**src/rtl/bdod_pkg.sv**
```systemverilog
// Shared types and constants for the bass drop onset detector.
// No dependencies; used by every module under rtl/.
package bdod_pkg;

  // ring and stream geometry
  localparam int WINDOW_DEPTH = 512;
  localparam int MAX_DROPS    = 16;
  localparam int AW           = $clog2(WINDOW_DEPTH);
  localparam int FILL_W       = AW + 1;
  localparam int LEVEL_W      = 16;
  localparam int SUM_W        = LEVEL_W + AW;
  localparam int FRAME_W      = 20;
  localparam int DROP_W       = 5;
  localparam int WIN_CFG_W    = 10;
  localparam int CFG_W        = 20;
  localparam int CFG_IDX_W    = 1;
  localparam int PROD_W       = LEVEL_W + FILL_W + 3;

  // 0.25 in Q2.14, and 1.6 written as RATIO_NUM / RATIO_DEN
  localparam logic [LEVEL_W-1:0] HOT_FLOOR = LEVEL_W'(4096);
  localparam int RATIO_NUM = 8;
  localparam int RATIO_DEN = 5;
  localparam logic [FRAME_W-1:0] FRAME_MAX = '1;

  // register indexes on the configuration port
  localparam logic [CFG_IDX_W-1:0] REG_WINDOW_FRAMES  = 1'b0;
  localparam logic [CFG_IDX_W-1:0] REG_MIN_GAP_FRAMES = 1'b1;

  localparam logic [WIN_CFG_W-1:0] WINDOW_RESET = WIN_CFG_W'(120);

  // one frame request as it moves from the ring stage to the decision stage
  typedef struct packed {
    logic [LEVEL_W-1:0] level;
    logic               new_track;
    logic [FILL_W-1:0]  fill;
    logic               evict;
  } stage_t;

endpackage

```
**src/rtl/bdod_detect.sv**
```systemverilog
// Threshold test, window sum update and drop bookkeeping for one frame.
// Takes the request and the evicted level from bdod_ring. Depends on bdod_pkg.
module bdod_detect (
  input  logic                             clk,
  input  logic                             rst_n,
  input  logic                             step,
  input  bdod_pkg::stage_t                 stage_i,
  input  logic [bdod_pkg::LEVEL_W-1:0]     old_level,
  input  logic [bdod_pkg::CFG_W-1:0]       min_gap_frames,
  output logic                             emit_o,
  output logic [bdod_pkg::FRAME_W-1:0]     drop_frame_o,
  output logic [bdod_pkg::DROP_W-1:0]      drop_number_o,
  output logic                             final_drop_o
);

  logic [bdod_pkg::SUM_W-1:0]   sum_r, sum_nxt;
  logic                         above_r;
  logic [bdod_pkg::FRAME_W-1:0] frame_r, frame_nxt;
  logic [bdod_pkg::FRAME_W-1:0] last_r;
  logic [bdod_pkg::DROP_W-1:0]  drops_r, drops_nxt;

  logic [bdod_pkg::SUM_W-1:0]   cur_sum;
  logic                         cur_above;
  logic [bdod_pkg::FRAME_W-1:0] cur_frame, cur_last, gap;
  logic [bdod_pkg::DROP_W-1:0]  cur_drops;
  logic                         limit;
  logic [bdod_pkg::PROD_W-1:0]  lhs, rhs;
  logic                         hot;
  logic                         emit;

  // a new track sees all-zero state
  assign cur_sum   = stage_i.new_track ? '0 : sum_r;
  assign cur_above = stage_i.new_track ? 1'b0 : above_r;
  assign cur_frame = stage_i.new_track ? '0 : frame_r;
  assign cur_last  = stage_i.new_track ? '0 : last_r;
  assign cur_drops = stage_i.new_track ? '0 : drops_r;
  assign limit     = (cur_drops >= bdod_pkg::DROP_W'(bdod_pkg::MAX_DROPS));

  // hot: level above the floor and either an empty window or 5*level*fill > 8*sum
  assign lhs = bdod_pkg::PROD_W'(stage_i.level) * bdod_pkg::PROD_W'(stage_i.fill)
               * bdod_pkg::PROD_W'(bdod_pkg::RATIO_DEN);
  assign rhs = bdod_pkg::PROD_W'(cur_sum) * bdod_pkg::PROD_W'(bdod_pkg::RATIO_NUM);
  assign hot = (stage_i.level > bdod_pkg::HOT_FLOOR) &&
               ((stage_i.fill == '0) || (lhs > rhs));

  // rising edge of hot, spaced by the minimum gap
  assign gap  = cur_frame - cur_last;
  assign emit = !limit && hot && !cur_above &&
                ((cur_drops == '0) || (bdod_pkg::CFG_W'(gap) >= min_gap_frames));

  assign drops_nxt = cur_drops + bdod_pkg::DROP_W'(1);
  assign sum_nxt   = cur_sum + bdod_pkg::SUM_W'(stage_i.level)
                     - (stage_i.evict ? bdod_pkg::SUM_W'(old_level) : '0);
  assign frame_nxt = (cur_frame == bdod_pkg::FRAME_MAX) ? cur_frame
                     : cur_frame + bdod_pkg::FRAME_W'(1);

  // state update; frames past the drop limit leave it alone
  always_ff @(posedge clk) begin
    if (!rst_n) begin
      sum_r   <= '0;
      above_r <= 1'b0;
      frame_r <= '0;
      last_r  <= '0;
      drops_r <= '0;
    end else if (step) begin
      if (limit) begin
        sum_r   <= cur_sum;
        above_r <= cur_above;
        frame_r <= cur_frame;
        last_r  <= cur_last;
        drops_r <= cur_drops;
      end else begin
        sum_r   <= sum_nxt;
        above_r <= hot;
        frame_r <= frame_nxt;
        last_r  <= emit ? cur_frame : cur_last;
        drops_r <= emit ? drops_nxt : cur_drops;
      end
    end
  end

  assign emit_o        = emit;
  assign drop_frame_o  = cur_frame;
  assign drop_number_o = drops_nxt;
  assign final_drop_o  = (drops_nxt == bdod_pkg::DROP_W'(bdod_pkg::MAX_DROPS));

endmodule

```
**config.mk**
```make
export PLATFORM = sky130hd
export DESIGN_NAME = bdod_detect
export DESIGN_NICKNAME = d
export VERILOG_FILES = /design/src/rtl/bdod_pkg.sv /design/src/rtl/bdod_detect.sv
export SDC_FILE = /design/constraint.sdc
export NUM_CORES = 1
export LEC_CHECK = 0
export BUFFER_PORTS_ARGS = -buffer_cell sky130_fd_sc_hd__buf_2
export CORE_AREA = 2 2 167 169
export DETAILED_ROUTE_END_ITERATION = 7
export DIE_AREA = 0 0 169 171
export GPL_ROUTABILITY_DRIVEN = 0
export PLACE_DENSITY = 0.78
export SLEW_MARGIN = 25
export SYNTH_ARGS = -nofsm -noshare
export SYNTH_HDL_FRONTEND = slang
export SYNTH_SLANG_ARGS = --single-unit
export TNS_END_PERCENT = 5
```
**constraint.sdc**
```tcl
create_clock -name clk -period 12.7 [get_ports clk]
set_input_delay 0.635 -clock clk [delete_from_list [all_inputs] [get_ports clk]]
set_output_delay 0.635 -clock clk [all_outputs]
set_load 0.01 [all_outputs]
```
==> results of run 1 <==
## path summary, 6_finish.rpt
path | to | cells past startpoint | slack (ns)
worst max-delay path | emit_o | 40 | 1.77
worst min-delay path | last_r[11] | 2 | 0.47
worst max register to register | last_r[15] | 19 | 7.06
worst min register to register | last_r[11] | 2 | 0.47
## flip-flops by register name, summed over array words and instances (netlist names)
signal / flops
last_r: 20
drops_r: 5
sum_r: 25
frame_r: 20
above_r: 1
## critical path, delay by kind of cell
family	cells	cell delay [ns]
AO/OA/AOI/OAI	12	2.75
XOR/XNOR	3	0.55
adder cells (fa/ha/maj)	8	3.69
buffers and inverters	6	0.62
AND/OR/NAND/NOR	11	2.06
## cells in the final DEF, fill, tap and decap left out, types with 40 or more instances in the layout
cell type    n
xor2_1      40
and2_1     125
dfxtp_1     71
nor2_1      61
xnor2_1     65
a21o_1      48
ha_1       194
o21ai_0     42
a21oi_1     68
nand3_1     63
buf_2       93
nand2_1    170
nand2b_1    63
inv_1      246
fa_1       128
## cells by family after synthesis
kind of cell,synth area share (%)
flip-flops,10.2
AND/OR/NAND/NOR,22.7
AO/OA/AOI/OAI,15.7
multiplexers,0.358
buffers and inverters,8.44
adder cells (fa/ha/maj),35.7
XOR/XNOR,6.94
## metal layers
layer	track usage, %	up-vias
met5	0	-
met4	9.18	0
met3	2.89	86
met2	40.1	403
met1	32.0	5740
li1	-	5851
## final cells by class
type | instances | area [sq um]
antenna | 1 | 2.50
clock buffer | 10 | 239
clock inverter | 6 | 115
fill | 2475 | 12300
inverter | 246 | 923
multi-input combinational | 1354 | 11400
sequential | 71 | 1420
tap | 346 | 433
timing repair buffer | 98 | 503
## per-stage QoR
step / cell area, sq um / hold slack, ns / setup slack [ns] / std cells / util (%)
2_1_floorplan: 14000 / 0.441 / 2.72 / 1734 / -
3_3_place_gp: 14600 / 0.453 / 2.31 / 2115 / 53.6
3_5_place_dp: 14600 / 0.460 / 1.91 / 2115 / 53.6
4_1_cts: 15000 / 0.468 / 1.86 / 2131 / 54.9
5_1_grt: 15000 / 0.487 / 1.20 / 2132 / 54.9
6_report: 15000 / 0.466 / 1.77 / 2132 / 54.9
==> summary.txt, run 1 <==
FP Rows -> 61
Top sig layer -> met4
Unrepaired setup endpoints after global routing -> false
Post-Syn Area -> 14000 sq um
Initial antenna violation count -> 1
Flops & latches, synth -> 71
Critical path's most frequent cell -> fa_1
Worst EP required -> 12.06 ns
Post-route DRC -> 0
First-pass DRT Iterations -> 5
Hold buffers post-CTS -> 0
Crit path DAT -> 10.29 ns
Measured slew at the worst slew-check pin -> 0.816 ns
First-pass GRT wire length -> 57.2 mm
Synth cell count leaders -> inv_1, ha_1, nand2_1
Netlist cell types -> 81
DR vias -> 12080
I/O pins -> 94
Fin. max-slew vios -> 0
Min-Delay Path Class -> reg -> reg
Crit path largest cell delay -> 0.56 ns
Antenna-violating nets left -> 0
CTS Buffer Depth -> 2
Clock latency on the worst-skew pair -> 0.34 ns
Hold path start -> last_r[11]
Die ar. -> 28900 sq um
Root buffer cell -> clkbuf_16
Post-Route WL -> 33.7 mm
Grt total ovfl -> 0
CTS H-tree depth -> 3
Synth top area cells -> fa_1, ha_1, dfxtp_1
Post-route clock period utilization -> 86.0%
Final setup vio count -> 0
Die width -> 169 um
CP max FO -> 18
Worst setup path start -> stage_i[4]
Fmax -> 91.5 MHz
Clock transition at path regs -> 0.05 ns
Final Hold Fails -> 0
Wl on met1 -> 15.1 mm
CP Launch Type -> input port
EDFF count, synth -> 0
Core Area -> 27300 sq um
Vias per inst -> 5.67
Clk sinks -> 71
Synth warn -> 0
Status -> complete, no violations
Max_slew headroom -> 45.6%
Prevailing post-synth register cell -> dfxtp_1
Synth-to-layout area growth -> 7.43%
Top-count cell post-synth -> inv_1
Syn Area/Cell -> 8.05 sq um
HPWL Detailed -> 26.8 mm
Layout cells sized above 1 -> 8.07%
TritonCTS clock tree -> done
Synth async-reset ratio -> 0%
I/O Buffers -> 93
Mapped Cells -> 1734
CTS Buf Count -> 9
Crit end category -> output pin
Met3 wire len -> 2.18 mm
Pin count of the biggest net entering global routing -> 77
Mapped Nets -> 2123
Clk_skew -> 0.00621 ns
Nets -> 2169
Final Critical Period -> 10.93 ns
Top cell type by total area after synthesis -> fa_1
Wire per inst -> 15.8 um
Total GRT Usage -> 24.1%
Metal2 WL -> 15.4 mm
Post-CTS sizing -> 0
R2R Path Start -> frame_r[1]
First-iteration detailed-routing DRC count -> 885
Max_cap viols -> 0
Postcts setup bufs -> 0
Critical setup path kind -> in -> out
Share of the synthesized area in the top cell type -> 18.4%
Vert. Die Dim -> 171 um
Slowest cell on the critical path -> fa_1
Seq/Total Area, Yosys -> 10.2%
Vias in the first global route -> 11994
Starting Density -> 51.1%
Final setup TNS -> 0 ns
Power of run 1 is left out: the tool's default activity adds up to more than one toggle a clock period on the data nets, which glitch-free logic cannot reach.
==> run 2, diff against run 1 <==
==> constraint.sdc (replaced) <==
create_clock -name clk -period 12.7 [get_ports clk]
set_input_delay 1.27 -clock clk [delete_from_list [all_inputs] [get_ports clk]]
set_output_delay 1.27 -clock clk [all_outputs]
set_load 0.01 [all_outputs]
==> run 2 against run 1 <==
Flip-flop and latch count stayed put. Utilization decreased by 0.20 points. Register-to-register slack worse by 0.04 ns. Final cell count stayed put. Final area fell by 0.36%. Critical path depth is 1 lower. Die area did not move. Count of clock-buffer cells in the layout stayed put. Sequential share of layout area about the same. Critical path type unchanged. Critical endpoint unchanged. Largest cell class unchanged.
==> summary.txt, run 2 (synthesized netlist as in run 1, its figures left out) <==
Die width -> 169 um (unchanged)
Antenna-violating nets left -> 0 (unchanged)
Root buffer cell -> clkbuf_16 (unchanged)
Unrepaired setup endpoints after global routing -> false (unchanged)
Post-Route WL -> 33.5 mm (was 33.7 mm)
Final Hold Fails -> 0 (unchanged)
Initial antenna violation count -> 1 (unchanged)
Synth-to-layout area growth -> 7.04% (was 7.43%)
Wire per inst -> 15.7 um (was 15.8 um)
Die ar. -> 28900 sq um (unchanged)
Crit end category -> output pin (unchanged)
Clk sinks -> 71 (unchanged)
Status -> complete, no violations (unchanged)
Critical path's most frequent cell -> fa_1 (unchanged)
Final setup TNS -> 0 ns (unchanged)
CTS H-tree depth -> 3 (unchanged)
Clock latency on the worst-skew pair -> 0.34 ns (about the same)
CTS Buf Count -> 9 (unchanged)
Slowest cell on the critical path -> fa_1 (unchanged)
Fin. max-slew vios -> 0 (unchanged)
Final Critical Period -> 12.12 ns (was 10.93 ns)
Most frequent cells in the layout -> inv_1, ha_1, nand2_1 (unchanged)
Final setup vio count -> 0 (unchanged)
Clk_skew -> 0.00995 ns (was 0.00621 ns)
Critical setup path kind -> in -> out (unchanged)
Clock transition at path regs -> 0.06 ns (was 0.05 ns)
DR vias -> 12035 (was 12080)
Area of the multi-input gates -> 11400 sq um (about the same)
First-pass DRT Iterations -> 5 (unchanged)
Vias per inst -> 5.64 (was 5.67)
Nets -> 2169 (unchanged)
Grt total ovfl -> 0 (unchanged)
Starting Density -> 51.1% (unchanged)
I/O pins -> 94 (unchanged)
Worst EP required -> 11.43 ns (was 12.06 ns)
Total GRT Usage -> 23.8% (was 24.1%)
CP Launch Type -> input port (unchanged)
Most common cell after layout, fill and taps aside -> inv_1 (unchanged)
First-iteration detailed-routing DRC count -> 996 (was 885)
Top reg by flops -> sum_r (unchanged)
I/O Buffers -> 93 (unchanged)
FF/Latch Area -> 1420 sq um (unchanged)
Pin count of the biggest net entering global routing -> 77 (unchanged)
Regs by FF count -> sum_r: 25 flops, frame_r: 20 flops, last_r: 20 flops (unchanged)
Core Area -> 27300 sq um (unchanged)
Crit path DAT -> 10.85 ns (was 10.29 ns)
Post-route clock period utilization -> 95.4% (was 86.0%)
CP max FO -> 18 (unchanged)
Fmax -> 82.5 MHz (was 91.5 MHz)
Min-Delay Path Class -> reg -> reg (unchanged)
Postcts setup bufs -> 0 (unchanged)
FP Rows -> 61 (unchanged)
Measured slew at the worst slew-check pin -> 0.820 ns (was 0.816 ns)
Crit path largest cell delay -> 0.56 ns (about the same)
Max_slew headroom -> 45.4% (was 45.6%)
TritonCTS clock tree -> done (unchanged)
First-pass GRT wire length -> 56.8 mm (was 57.2 mm)
Vias in the first global route -> 11895 (was 11994)
Post-route DRC -> 0 (unchanged)
HPWL Detailed -> 26.8 mm (about the same)
Max_cap viols -> 0 (unchanged)
CTS Buffer Depth -> 2 (unchanged)
Vert. Die Dim -> 171 um (unchanged)
Layout cells sized above 1 -> 8.07% (unchanged)
Largest register FFs -> 25 (unchanged)
Filler cells -> 2466 (was 2475)
[run 2: area by class of cell]
cell class | instances | area share, %
Antenna cell | 1 | 0.0167
Clock buffer | 10 | 1.53
Clock inverter | 6 | 0.469
Inverter | 246 | 6.18
Multi-Input combinational cell | 1354 | 76.0
Sequential cell | 71 | 9.51
Tap cell | 346 | 2.90
Timing Repair Buffer | 98 | 3.37
[run 2: timing repair]
item	CTS	global route
resized for setup	0	1
hold buffers	0	0
endpoints found under the setup margin	0	1
endpoints found under the hold margin	0	0
[run 2: per-stage QoR]
stage	instances	setup slack [ns]	hold WS [ns]	area (sq um)	util, %
after floorplan	1734	1.45	0.441	14000	-
after global placement	2115	1.04	0.453	14600	53.6
after detailed placement	2115	0.630	0.459	14600	53.6
after CTS	2131	0.579	0.466	14900	54.7
after global routing	2132	0.100	0.481	14900	54.7
final	2132	0.585	0.465	14900	54.7
[run 2: metal layers]
layer  part of all wire (%)  global-route usage (%)  wire, um  up-vias
met1                     46                    32.3     15400     5765
met2                     46                    39.9     15300      344
met4                    2.8                    7.43       938        0
li1                       -                       -         -     5862
met3                    5.5                    2.87      1840       64
met5                      0                       0         0        -
[run 2: worst max-delay path, delay by kind of cell]
family	cells	cell delay, ns
AO/OA/AOI/OAI	12	2.63
XOR/XNOR	3	0.54
adder cells (fa/ha/maj)	8	3.65
buffers and inverters	5	0.62
AND/OR/NAND/NOR	11	2.13
[run 2: final timing paths]
| path | startpoint | to | slack, ns | depth (start not counted) |
|---|---|---|---|---|
| worst min-delay path | last_r[11] | last_r[11] | 0.46 | 2 |
| worst min register to register | last_r[11] | last_r[11] | 0.46 | 2 |
| worst max-delay path | stage_i[9] | emit_o | 0.58 | 39 |
| worst max register to register | frame_r[1] | last_r[4] | 7.02 | 19 |
Power of run 2 is left out for the same reason.
==> run 3, diff against run 2 <==
--- a/config.mk
+++ b/config.mk
@@ -6,13 +6,12 @@
 export NUM_CORES = 1
 export LEC_CHECK = 0
 export BUFFER_PORTS_ARGS = -buffer_cell sky130_fd_sc_hd__buf_2
-export CORE_AREA = 2 2 167 169
+export CORE_AREA = 2 2 240 242
 export DETAILED_ROUTE_END_ITERATION = 7
-export DIE_AREA = 0 0 169 171
+export DIE_AREA = 0 0 242 244
 export GPL_ROUTABILITY_DRIVEN = 0
-export PLACE_DENSITY = 0.78
+export PLACE_DENSITY = 0.47
 export SLEW_MARGIN = 25
 export SYNTH_ARGS = -nofsm -noshare
 export SYNTH_HDL_FRONTEND = slang
 export SYNTH_SLANG_ARGS = --single-unit
-export TNS_END_PERCENT = 5
==> run 3 against run 2 <==
Worst hold slack hardly changed. Final cell count is 19% higher. Critical path depth is 1 higher. Die area is 100% higher. Utilization is 27 points lower. Clock skew is 0.0033 ns lower. Worst setup slack better by 0.26 ns. Global-route usage is 11 points lower. Wire length is 13% higher. Register-to-register slack better by 0.15 ns. Via count is 3.5% lower. Count of clock-buffer cells in the layout is 1 higher.
==> summary.txt, run 3 (synthesized netlist as in run 1, its figures left out) <==
Unrepaired setup endpoints after global routing -> false (unchanged)
Antenna-violating nets left -> 0 (unchanged)
Fmax -> 84.3 MHz (was 82.5 MHz)
CTS Buffer Depth -> 2 (unchanged)
Post-Route WL -> 37.9 mm (was 33.5 mm)
Clock transition at path regs -> 0.06 ns (about the same)
Reg2reg end -> drops_r[3] (was last_r[4])
Crit path DAT -> 10.59 ns (was 10.85 ns)
TritonCTS clock tree -> done (unchanged)
I/O Buffers -> 93 (unchanged)
Total GRT Usage -> 12.9% (was 23.8%)
CTS H-tree depth -> 3 (unchanged)
Fin. max-slew vios -> 0 (unchanged)
Max_slew headroom -> 37.2% (was 45.4%)
Root buffer cell -> clkbuf_16 (unchanged)
Pre-CTS setup slack -> 0.566 ns (was 0.630 ns)
Worst reg2reg path depth -> 19 (unchanged)
DR vias -> 11618 (was 12035)
Post-CTS sizing -> 0 (unchanged)
Most frequent cells in the layout -> inv_1, ha_1, nand2_1 (unchanged)
Register-to-register setup slack -> 7.17 ns (was 7.02 ns)
Vert. Die Dim -> 244 um (was 171 um)
First-pass GRT wire length -> 62.0 mm (was 56.8 mm)
I/O pins -> 94 (unchanged)
Clk_skew -> 0.00666 ns (was 0.00995 ns)
Initial antenna violation count -> 1 (unchanged)
Final Critical Period -> 11.86 ns (was 12.12 ns)
Slowest cell on the critical path -> fa_1 (unchanged)
Post-route clock period utilization -> 93.4% (was 95.4%)
Pin count of the biggest net entering global routing -> 77 (unchanged)
Crit path largest cell delay -> 0.56 ns (about the same)
Clk sinks -> 71 (unchanged)
Largest register FFs -> 25 (unchanged)
CTS Buf Count -> 9 (unchanged)
Post-route DRC -> 0 (unchanged)
First-pass DRT Iterations -> 5 (unchanged)
Measured slew at the worst slew-check pin -> 0.933 ns (was 0.820 ns)
Post-layout util -> 27.5% (was 54.7%)
Clock latency on the worst-skew pair -> 0.35 ns (was 0.34 ns)
Post-Layout Inst Area -> 15500 sq um (was 14900 sq um)
Die width -> 242 um (was 169 um)
Postcts setup bufs -> 0 (unchanged)
HPWL Detailed -> 30.9 mm (was 26.8 mm)
Vias in the first global route -> 11741 (was 11895)
Final WS setup -> 0.841 ns (was 0.585 ns)
Worst EP required -> 11.43 ns (about the same)
R2R Path Start -> frame_r[1] (unchanged)
Core Area -> 56200 sq um (was 27300 sq um)
Crit end category -> output pin (unchanged)
Die ar. -> 59000 sq um (was 28900 sq um)
Starting Density -> 24.9% (was 51.1%)
Final setup TNS -> 0 ns (unchanged)
FP Rows -> 87 (was 61)
Regs by FF count -> sum_r: 25 flops, frame_r: 20 flops, last_r: 20 flops (unchanged)
Hold buffers post-CTS -> 0 (unchanged)
Critical path's most frequent cell -> fa_1 (unchanged)
Grt total ovfl -> 0 (unchanged)
Final Hold Fails -> 0 (unchanged)
Area after DPL -> 15200 sq um (was 14600 sq um)
Vias per inst -> 4.57 (was 5.64)
Top reg by flops -> sum_r (unchanged)
Min-Delay Path Class -> reg -> reg (unchanged)
Status -> complete, no violations (unchanged)
Synth-to-layout area growth -> 10.8% (was 7.04%)
Worst setup path start -> stage_i[4] (was stage_i[9])
Critical setup path kind -> in -> out (unchanged)
CP Launch Type -> input port (unchanged)
Wire per inst -> 14.9 um (was 15.7 um)
Final setup vio count -> 0 (unchanged)
Max_cap viols -> 0 (unchanged)
CP max FO -> 18 (unchanged)
Hold path start -> last_r[5] (was last_r[11])
Most common cell after layout, fill and taps aside -> inv_1 (unchanged)
First-iteration detailed-routing DRC count -> 520 (was 996)
CP Capture Point -> emit_o (unchanged)
Layout cells sized above 1 -> 8.07% (unchanged)
Nets -> 2169 (unchanged)
Hold depth -> 2 (unchanged)
[run 3: cell types whose count changed in the layout (fill, tap and decap cells not counted), sizes merged]
| cell | previous run | this run |
|---|---|---|
| clkbuf | 10 | 11 |
| clkinv | 1 | 0 |
| clkinvlp | 3 | 1 |
| inv | 247 | 249 |
[run 3: stage by stage]
| step | hold slack [ns] | cells |
|---|---|---|
| finish | 0.465 | 2542 |
| global route | 0.489 | 2541 |
| detailed placement | 0.459 | 2525 |
| CTS | 0.468 | 2541 |
| global placement | 0.454 | 2525 |
| floorplan | 0.441 | 1734 |
[run 3: critical path: cells and delay by family]
kind | cells | cell delay [ns]
XOR/XNOR | 3 | 0.52
buffers and inverters | 6 | 0.69
adder cells (fa/ha/maj) | 8 | 3.68
AND/OR/NAND/NOR | 11 | 1.93
AO/OA/AOI/OAI | 12 | 2.51
[run 3: layer usage]
| metal | up-vias | track usage (%) | part of all wire, % |
|---|---|---|---|
| li1 | 5839 | - | - |
| met1 | 5540 | 18.6 | 52 |
| met2 | 209 | 20.8 | 44 |
| met3 | 30 | 1.11 | 3.2 |
| met4 | 0 | 3.23 | 1.6 |
| met5 | - | 0 | 0 |
[run 3: final cells by class]
class	instances	area [sq um]
Tap cell	756	946
Inverter	246	923
Multi-Input combinational cell	1354	11400
Fill cell	6172	40700
Clock inverter	5	63.8
Sequential cell	71	1420
Timing Repair Buffer	98	503
Antenna cell	1	2.50
Clock buffer	11	243
[run 3: how the worst min path moves through the flow]
stage	end	slack (ns)
2_1_floorplan	sum_r[2]	0.44
3_3_place_gp	last_r[5]	0.45
3_5_place_dp	last_r[5]	0.46
4_1_cts	last_r[5]	0.47
5_1_grt	last_r[16]	0.49
6_report	last_r[5]	0.46
Power of run 3 is left out for the same reason.
